[src/hw/rtl/y2r_pkg.sv]
`timescale 1ns / 1ps
// ----------------------------------------------------------------------------
// y2r_pkg
// Shared types, fixed-point coefficients and per-channel arithmetic for the
// YUYV to RGB24 conversion pipeline.
// ----------------------------------------------------------------------------
package y2r_pkg;

    localparam int COEF_FRAC_BITS = 16;

    // coefficients are below 2.0, so one integer bit is enough
    localparam int COEF_W = COEF_FRAC_BITS + 1;
    // signed coefficient times signed 9-bit chroma offset
    localparam int PROD_W = COEF_FRAC_BITS + 11;
    // luma at the coefficient scale plus up to two products
    localparam int SUM_W  = COEF_FRAC_BITS + 13;

    localparam int GAIN_W = 9;
    localparam logic [GAIN_W-1:0] GAIN_RESET = GAIN_W'(220);

    localparam longint unsigned MICRO     = 64'd1000000;
    localparam longint unsigned COEF_ONE  = 64'd1 << COEF_FRAC_BITS;
    localparam longint unsigned COEF_HALF = MICRO / 64'd2;

    localparam logic [COEF_W-1:0] K_RV =
        COEF_W'((64'd1370705 * COEF_ONE + COEF_HALF) / MICRO);
    localparam logic [COEF_W-1:0] K_GV =
        COEF_W'((64'd698001 * COEF_ONE + COEF_HALF) / MICRO);
    localparam logic [COEF_W-1:0] K_GU =
        COEF_W'((64'd337633 * COEF_ONE + COEF_HALF) / MICRO);
    localparam logic [COEF_W-1:0] K_BU =
        COEF_W'((64'd1732446 * COEF_ONE + COEF_HALF) / MICRO);

    localparam logic signed [8:0] CHROMA_OFFSET = 9'sd128;

    typedef struct packed {
        logic signed [PROD_W-1:0] rv;
        logic signed [PROD_W-1:0] gv;
        logic signed [PROD_W-1:0] gu;
        logic signed [PROD_W-1:0] bu;
    } prod_t;

    typedef struct packed {
        logic [7:0] r;
        logic [7:0] g;
        logic [7:0] b;
    } rgb_t;

    typedef struct packed {
        logic [7:0] y0;
        logic [7:0] y1;
        prod_t      prod;
        logic       frame_end;
    } s1_word_t;

    typedef struct packed {
        rgb_t p0;
        rgb_t p1;
        logic frame_end;
    } s2_word_t;

    // floor is the drop of the fraction bits, then clamp to 0..255
    function automatic logic [7:0] clamp_sum(input logic signed [SUM_W-1:0] s);
        logic [7:0] c;
        if (s[SUM_W-1])
        begin
            c = 8'd0;
        end
        else if (|s[SUM_W-2:COEF_FRAC_BITS+8])
        begin
            c = 8'd255;
        end
        else
        begin
            c = s[COEF_FRAC_BITS+7:COEF_FRAC_BITS];
        end
        return c;
    endfunction

    function automatic rgb_t to_rgb(input logic [7:0] y, input prod_t p);
        logic signed [SUM_W-1:0] base;
        logic signed [SUM_W-1:0] r_sum;
        logic signed [SUM_W-1:0] g_sum;
        logic signed [SUM_W-1:0] b_sum;
        rgb_t                    px;
        base  = $signed({{(SUM_W-COEF_FRAC_BITS-8){1'b0}}, y, {COEF_FRAC_BITS{1'b0}}});
        r_sum = base + SUM_W'(p.rv);
        g_sum = base - SUM_W'(p.gv) - SUM_W'(p.gu);
        b_sum = base + SUM_W'(p.bu);
        px.r  = clamp_sum(r_sum);
        px.g  = clamp_sum(g_sum);
        px.b  = clamp_sum(b_sum);
        return px;
    endfunction

    // c * gain / 256, saturated to 255
    function automatic logic [7:0] apply_gain(input logic [7:0] c,
                                              input logic [GAIN_W-1:0] gain);
        logic [GAIN_W+7:0] scaled;
        logic [7:0]        s;
        scaled = {{GAIN_W{1'b0}}, c} * {8'd0, gain};
        if (|scaled[GAIN_W+7:16])
        begin
            s = 8'd255;
        end
        else
        begin
            s = scaled[15:8];
        end
        return s;
    endfunction

endpackage

[src/hw/rtl/y2r_chroma_stage.sv]
`timescale 1ns / 1ps
// ----------------------------------------------------------------------------
// y2r_chroma_stage
// First pipeline stage: removes the chroma offset and forms the four
// coefficient products shared by both pixels of a word.
// ----------------------------------------------------------------------------
module y2r_chroma_stage (
    input  logic                clk,
    input  logic                rst_n,
    input  logic                in_valid,
    output logic                in_ready,
    input  logic [7:0]          first_luma,
    input  logic [7:0]          chroma_blue,
    input  logic [7:0]          second_luma,
    input  logic [7:0]          chroma_red,
    input  logic                frame_end,
    output logic                out_valid,
    input  logic                out_ready,
    output y2r_pkg::s1_word_t   out_word
);
    import y2r_pkg::*;

    localparam logic signed [PROD_W-1:0] K_RV_S = PROD_W'($signed({1'b0, K_RV}));
    localparam logic signed [PROD_W-1:0] K_GV_S = PROD_W'($signed({1'b0, K_GV}));
    localparam logic signed [PROD_W-1:0] K_GU_S = PROD_W'($signed({1'b0, K_GU}));
    localparam logic signed [PROD_W-1:0] K_BU_S = PROD_W'($signed({1'b0, K_BU}));

    logic              valid_reg;
    logic              valid_next;
    s1_word_t          word_reg;
    s1_word_t          word_next;
    logic signed [8:0] du;
    logic signed [8:0] dv;

    assign in_ready = !valid_reg || out_ready;

    always_comb
    begin
        du                  = $signed({1'b0, chroma_blue}) - CHROMA_OFFSET;
        dv                  = $signed({1'b0, chroma_red}) - CHROMA_OFFSET;
        word_next.y0        = first_luma;
        word_next.y1        = second_luma;
        word_next.frame_end = frame_end;
        word_next.prod.rv   = K_RV_S * PROD_W'(dv);
        word_next.prod.gv   = K_GV_S * PROD_W'(dv);
        word_next.prod.gu   = K_GU_S * PROD_W'(du);
        word_next.prod.bu   = K_BU_S * PROD_W'(du);
        valid_next          = in_ready ? in_valid : valid_reg;
    end

    always_ff @(posedge clk or negedge rst_n)
    begin
        if (!rst_n)
        begin
            valid_reg <= 1'b0;
        end
        else
        begin
            valid_reg <= valid_next;
        end
    end

    always_ff @(posedge clk)
    begin
        if (in_ready && in_valid)
        begin
            word_reg <= word_next;
        end
    end

    assign out_valid = valid_reg;
    assign out_word  = word_reg;

endmodule

[src/hw/rtl/y2r_pixel_stage.sv]
`timescale 1ns / 1ps
// ----------------------------------------------------------------------------
// y2r_pixel_stage
// Second pipeline stage: adds luma to the chroma products for both pixels,
// floors each sum and clamps it to a byte.
// ----------------------------------------------------------------------------
module y2r_pixel_stage (
    input  logic                clk,
    input  logic                rst_n,
    input  logic                in_valid,
    output logic                in_ready,
    input  y2r_pkg::s1_word_t   in_word,
    output logic                out_valid,
    input  logic                out_ready,
    output y2r_pkg::s2_word_t   out_word
);
    import y2r_pkg::*;

    logic     valid_reg;
    logic     valid_next;
    s2_word_t word_reg;
    s2_word_t word_next;

    assign in_ready = !valid_reg || out_ready;

    always_comb
    begin
        word_next.p0        = to_rgb(in_word.y0, in_word.prod);
        word_next.p1        = to_rgb(in_word.y1, in_word.prod);
        word_next.frame_end = in_word.frame_end;
        valid_next          = in_ready ? in_valid : valid_reg;
    end

    always_ff @(posedge clk or negedge rst_n)
    begin
        if (!rst_n)
        begin
            valid_reg <= 1'b0;
        end
        else
        begin
            valid_reg <= valid_next;
        end
    end

    always_ff @(posedge clk)
    begin
        if (in_ready && in_valid)
        begin
            word_reg <= word_next;
        end
    end

    assign out_valid = valid_reg;
    assign out_word  = word_reg;

endmodule

[src/hw/rtl/y2r_gain_stage.sv]
`timescale 1ns / 1ps
// ----------------------------------------------------------------------------
// y2r_gain_stage
// Last pipeline stage and output register: scales the six colour bytes by
// the output gain over 256 and holds the word until it is taken.
// ----------------------------------------------------------------------------
module y2r_gain_stage (
    input  logic                        clk,
    input  logic                        rst_n,
    input  logic [y2r_pkg::GAIN_W-1:0]  gain,
    input  logic                        in_valid,
    output logic                        in_ready,
    input  y2r_pkg::s2_word_t           in_word,
    output logic                        out_valid,
    input  logic                        out_stall,
    output y2r_pkg::s2_word_t           out_word
);
    import y2r_pkg::*;

    logic     valid_reg;
    logic     valid_next;
    s2_word_t word_reg;
    s2_word_t word_next;

    assign in_ready = !valid_reg || !out_stall;

    always_comb
    begin
        word_next.p0.r      = apply_gain(in_word.p0.r, gain);
        word_next.p0.g      = apply_gain(in_word.p0.g, gain);
        word_next.p0.b      = apply_gain(in_word.p0.b, gain);
        word_next.p1.r      = apply_gain(in_word.p1.r, gain);
        word_next.p1.g      = apply_gain(in_word.p1.g, gain);
        word_next.p1.b      = apply_gain(in_word.p1.b, gain);
        word_next.frame_end = in_word.frame_end;
        valid_next          = in_ready ? in_valid : valid_reg;
    end

    always_ff @(posedge clk or negedge rst_n)
    begin
        if (!rst_n)
        begin
            valid_reg <= 1'b0;
        end
        else
        begin
            valid_reg <= valid_next;
        end
    end

    always_ff @(posedge clk)
    begin
        if (in_ready && in_valid)
        begin
            word_reg <= word_next;
        end
    end

    assign out_valid = valid_reg;
    assign out_word  = word_reg;

endmodule

[src/hw/rtl/yuyv_to_rgb24_converter.sv]
`timescale 1ns / 1ps
// ----------------------------------------------------------------------------
// yuyv_to_rgb24_converter
// Converts one packed YUYV word into two RGB888 pixels with clamping and an
// output gain, as a three-stage pipeline.
//
//   channel   handshake               payload
//   input     in_valid / in_stall     first_luma chroma_blue second_luma
//                                     chroma_red frame_end
//   output    out_valid / out_stall   first/second red green blue,
//                                     frame_end_out
//   config    output_gain_wr          output_gain (9 bits)
//
// one word per clock sustained while the output is not stalled; the chroma
// multipliers, the sum and clamp adders and the gain multipliers each have a register
// reset clears the stage valid bits and loads the gain with 220
// stalls back up stage by stage; empty stages keep accepting, so a stalled
// output still leaves room for up to two more words upstream
// ----------------------------------------------------------------------------
module yuyv_to_rgb24_converter (
    input  logic        clk,
    input  logic        rst_n,
    input  logic        output_gain_wr,
    input  logic [8:0]  output_gain,
    input  logic        in_valid,
    output logic        in_stall,
    input  logic [7:0]  first_luma,
    input  logic [7:0]  chroma_blue,
    input  logic [7:0]  second_luma,
    input  logic [7:0]  chroma_red,
    input  logic        frame_end,
    output logic        out_valid,
    input  logic        out_stall,
    output logic [7:0]  first_red,
    output logic [7:0]  first_green,
    output logic [7:0]  first_blue,
    output logic [7:0]  second_red,
    output logic [7:0]  second_green,
    output logic [7:0]  second_blue,
    output logic        frame_end_out
);
    import y2r_pkg::*;

    logic [GAIN_W-1:0] gain_reg;
    logic              in_ready;
    logic              s1_valid;
    logic              s1_ready;
    s1_word_t          s1_word;
    logic              s2_valid;
    logic              s2_ready;
    s2_word_t          s2_word;
    s2_word_t          out_word;

    always_ff @(posedge clk or negedge rst_n)
    begin
        if (!rst_n)
        begin
            gain_reg <= GAIN_RESET;
        end
        else if (output_gain_wr)
        begin
            gain_reg <= output_gain;
        end
    end

    y2r_chroma_stage u_chroma (
        .clk         (clk),
        .rst_n       (rst_n),
        .in_valid    (in_valid),
        .in_ready    (in_ready),
        .first_luma  (first_luma),
        .chroma_blue (chroma_blue),
        .second_luma (second_luma),
        .chroma_red  (chroma_red),
        .frame_end   (frame_end),
        .out_valid   (s1_valid),
        .out_ready   (s1_ready),
        .out_word    (s1_word)
    );

    y2r_pixel_stage u_pixel (
        .clk       (clk),
        .rst_n     (rst_n),
        .in_valid  (s1_valid),
        .in_ready  (s1_ready),
        .in_word   (s1_word),
        .out_valid (s2_valid),
        .out_ready (s2_ready),
        .out_word  (s2_word)
    );

    y2r_gain_stage u_gain (
        .clk       (clk),
        .rst_n     (rst_n),
        .gain      (gain_reg),
        .in_valid  (s2_valid),
        .in_ready  (s2_ready),
        .in_word   (s2_word),
        .out_valid (out_valid),
        .out_stall (out_stall),
        .out_word  (out_word)
    );

    assign in_stall      = !in_ready;
    assign first_red     = out_word.p0.r;
    assign first_green   = out_word.p0.g;
    assign first_blue    = out_word.p0.b;
    assign second_red    = out_word.p1.r;
    assign second_green  = out_word.p1.g;
    assign second_blue   = out_word.p1.b;
    assign frame_end_out = out_word.frame_end;

    // a free output slot lets the whole pipe move
    a_no_stall_when_drain: assert property (
        @(posedge clk) disable iff (!rst_n)
        !(out_valid && out_stall) |-> !in_stall
    ) else $error("input stalled while the output drains");

    // input only stalls when every stage holds a word
    a_stall_means_full: assert property (
        @(posedge clk) disable iff (!rst_n)
        in_stall |-> (s1_valid && s2_valid && out_valid)
    ) else $error("input stalled with an empty stage");

    // a held output word stays in place
    a_out_hold: assert property (
        @(posedge clk) disable iff (!rst_n)
        (out_valid && out_stall) |=> (out_valid && out_word == $past(out_word))
    ) else $error("stalled output word lost or changed");

    // gain write takes effect on the next cycle
    a_gain_write: assert property (
        @(posedge clk) disable iff (!rst_n)
        output_gain_wr |=> (gain_reg == $past(output_gain))
    ) else $error("gain register not updated");

endmodule
[config.mk]
export PLATFORM = sky130hd
export DESIGN_NAME = yuyv_to_rgb24_converter
export DESIGN_NICKNAME = d
export VERILOG_FILES = /design/src/hw/rtl/y2r_pkg.sv /design/src/hw/rtl/y2r_chroma_stage.sv /design/src/hw/rtl/y2r_pixel_stage.sv /design/src/hw/rtl/y2r_gain_stage.sv /design/src/hw/rtl/yuyv_to_rgb24_converter.sv
export SDC_FILE = /design/constraint.sdc
export NUM_CORES = 2
export LEC_CHECK = 0
export BUFFER_PORTS_ARGS = -buffer_cell sky130_fd_sc_hd__buf_2
export CAP_MARGIN = 10
export CELL_PAD_IN_SITES_DETAIL_PLACEMENT = 1
export CELL_PAD_IN_SITES_GLOBAL_PLACEMENT = 2
export CORE_ASPECT_RATIO = 0.7
export CORE_MARGIN = 4
export CORE_UTILIZATION = 43
export DETAILED_ROUTE_END_ITERATION = 7
export HOLD_SLACK_MARGIN = 0.06
export PLACE_DENSITY_LB_ADDON = 0.15
export SYNTH_ARGS = -nofsm -noshare
export SYNTH_HDL_FRONTEND = slang
export SYNTH_SLANG_ARGS = --single-unit
[constraint.sdc]
create_clock -name clk -period 6.76 [get_ports clk]
set_input_delay 1.352 -clock clk [delete_from_list [all_inputs] [get_ports clk]]
set_output_delay 1.352 -clock clk [all_outputs]
set_load 0.02 [all_outputs]
==> summary.md <==
| Metric | Value |
|---|---|
| Status | finished clean |
| Max reg flops | between 80 and 90 |
| Top_reg_cell synth | edfxtp_1 |
| Die ar. | about 76000 um2 |
| Setup Total Neg Slack | 0 ns |
| Clock sinks | 196 |
| Vias/cell | 5.21 |
| Worst EP arrival | between 6 and 7 ns |
| CTS tree | yes |
| Synthesized instance count | 3201 |
| R2r startpoint | gain_reg[4] |
| Synth-to-Final Area Change | 7.33% |
| Initial DRC count | between 1k and 1.5k |
| Routed wl met2 | 37000 um |
| # setup viols final | 0 |
| Yosys cell types | around 70 |
| Root buf cell | clkbuf_16 |
| First drt pass iteration count | 5 |
| EDFF count, synth | approximately 180 |
| Part of the Yosys area used for sequential elements | between 10% and 20% |
| Worst Setup End Kind | register |
| Number of global-route vias before repair | 24.6k |
| Setup Skew | 0.0143 ns |
| GPL Wtd Cong | 0.921 |
| Core Area | between 70000 and 80000 um2 |
| Inserted Diodes | 0 |
| Max-Cap Viols | 0 |
| Total Wirelength | ~82000 um |
| Unrepaired setup endpoints after global routing | no |
| Fin. max-slew vios | 0 |
| Fmax | about 160 MHz |
| Yosys reg bits | just under 200 |
| All-layer global routing usage | 22.4% |
| Largest net degree at the start of global routing | 53 |
| Startpoint of the most critical hold path | u_pixel.out_word[0] |
| Syn_area_per_cell | approximately 9.7 um2 |
| Die width | roughly 330 um |
| Die Height | approximately 230 um |
| Clock latency on the worst-skew pair | about 0.5 ns |
| Relative slew slack | a little over a quarter |
| First-pass GRT wire length | approximately 130000 um |
| Avg WL per Cell | approximately 19 um |
| Via count | ~22k |
| Critical Path RT | ~7.0 ns |
| Post-route ant nets | 0 |
| Clock buffer depth | 2 |
| Worst setup SP type | input port |
| # DRC | 0 |
| Hpwl dp | between 60000 and 70000 um |
| Async SR Flop Fraction | under 10% |
| CTS buffer count | 17 |
| Min-delay worst type | reg2reg |
| CP Max Fanout | 10 |
| Initial Util | ~43% |
| Count of final hold-check violations | 0 |
| Share of cells above drive strength 1 | under 10% |
| FP Rows | 82 |
| # IOs | 98 |
| Worst Setup Path Type | in2reg |
| Net Count, Synth | between 4k and 5k |
| Met3 routed WL | ~3400 um |
| Final net count | 4227 |
| Least-Margin Pin Slew | around 1.1 ns |
| Initial antenna violation count | 0 |
| Crit. Startpoint | chroma_red[6] |
| Uppermost routed layer | met4 |
| Synth warnings | 0 |
| H-tree depth | 4 |
| Wl on met1 | about 41000 um |
| Fin crit period | about 6.2 ns |
| Clk slew on worst S/H paths | roughly 0.08 ns |
| Total grt overflow | 0 |
| Synthesized area | around 31000 um2 |
| PortBufs | 97 |
| Final period util | between 90% and 100% |
area by class of cell:
class,instances,area [um2]
fill,8201,38300
multi-input combinational,2254,22400
sequential,196,5830
inverter,663,2490
tap,966,1210
timing repair buffer,126,753
clock buffer,17,425
clock inverter,15,193
cells in the mapped netlist, types with 6 or more instances:
cell type  instances  area [um2]
a211oi_1          18         135
a21o_1            48         360
a21oi_1           90         450
a31oi_1            8        50.1
and2_1           204        1280
and3_1            11        68.8
buf_1             13        48.8
clkbuf_1          74         278
dfrtp_1            7         175
edfxtp_1         184        5530
fa_1             387        7750
ha_1             535        6690
inv_1            663        2490
mux2_2            10         113
nand2_1          289        1080
nand2b_1          23         144
nand3_1           26         130
nand4_1            6        37.5
nor2_1            88         330
nor2b_1           14        87.6
nor3_1            50         250
nor3b_1            6        45.0
nor4_1             6        37.5
o211a_1            6        60.1
o211ai_1           7        52.6
o21a_1            67         503
o21ai_0           72         360
o21ai_1           12        60.1
o21bai_1          37         278
o22ai_1            6        37.5
o31ai_1            6        45.0
or2_2             10        62.6
or3_1             23         144
xnor2_1           81         709
xor2_1            39         342
per-stage QoR:
step	hold WS, ns	utilization, %	cells	setup WS, ns	cell area [um2]
global route	0.453	46.5	4237	0.213	33300
floorplan	0.400	-	3201	0.521	31000
CTS	0.427	46.5	4237	0.369	33200
detailed placement	0.406	45.6	4205	0.106	32600
global placement	0.401	45.6	4205	0.261	32600
finish	0.426	46.5	4237	0.566	33300
critical path, cell delays in order:
cell and delay (ns):
buf_2 0.22, inv_1 0.21, ha_1 0.37, inv_1 0.28, ha_1 0.31, fa_1 0.49
inv_1 0.05, fa_1 0.49, inv_1 0.05, ha_1 0.27, ha_1 0.32, a21o_1 0.20
a21oi_1 0.24, o21bai_1 0.12, a2111oi_0 0.47, nor3_1 0.19, a41oi_1 0.34, a21oi_1 0.18
a21oi_1 0.20, xor2_1 0.09
timing repair:
item                       in CTS  in global routing
gates resized for setup         0                  1
hold buffers                    0                  0
setup endpoints to repair       0                  1
setup buffers                   0                  0
kinds of logic (layout without fill, tap and decap cells):
group / after synthesis / count (layout) / synth area share, %
adder cells (fa/ha/maj): 922 / 922 / 46.6
AND/OR/NAND/NOR: 776 / 776 / 12.5
buffers and inverters: 751 / 821 / 9.10
AO/OA/AOI/OAI: 422 / 422 / 9.07
flip-flops: 196 / 196 / 18.8
XOR/XNOR: 120 / 120 / 3.39
multiplexers: 14 / 14 / 0.497
cell usage in the layout (no fill, tap or decap), types with 25 or more instances in the layout:
cell type / netlist / final
inv_1: 663 / 663
ha_1: 535 / 535
fa_1: 387 / 387
nand2_1: 289 / 289
and2_1: 204 / 202
edfxtp_1: 184 / 184
buf_2: 1 / 97
a21oi_1: 90 / 90
nor2_1: 88 / 88
xnor2_1: 81 / 80
o21ai_0: 72 / 72
o21a_1: 67 / 67
nor3_1: 50 / 50
a21o_1: 48 / 48
xor2_1: 39 / 39
o21bai_1: 37 / 37
nand3_1: 26 / 26
buf_4: 0 / 25
routing by layer:
metal	GRT usage, %	vias to the layer above
li1	-	10500
met1	32.3	11300
met2	36.1	311
met3	3.67	51
met4	3.63	0
met5	0	-
path summary, 6_finish.rpt:
check | end | slack (ns) | depth (start not counted)
setup / recovery | u_chroma.out_word[78] | 0.57 | 20
hold / removal | u_gain.out_word[0] | 0.43 | 0
setup reg to reg | u_gain.out_word[30] | 0.66 | 17
hold reg to reg | u_gain.out_word[0] | 0.43 | 0
max in group asynchronous | gain_reg[2] | 5.73 | 1
min in group asynchronous | gain_reg[8] | 0.73 | 1
Power is not shown: default switching activity piles up to over one toggle a cycle in this logic, so the estimate is an artifact.
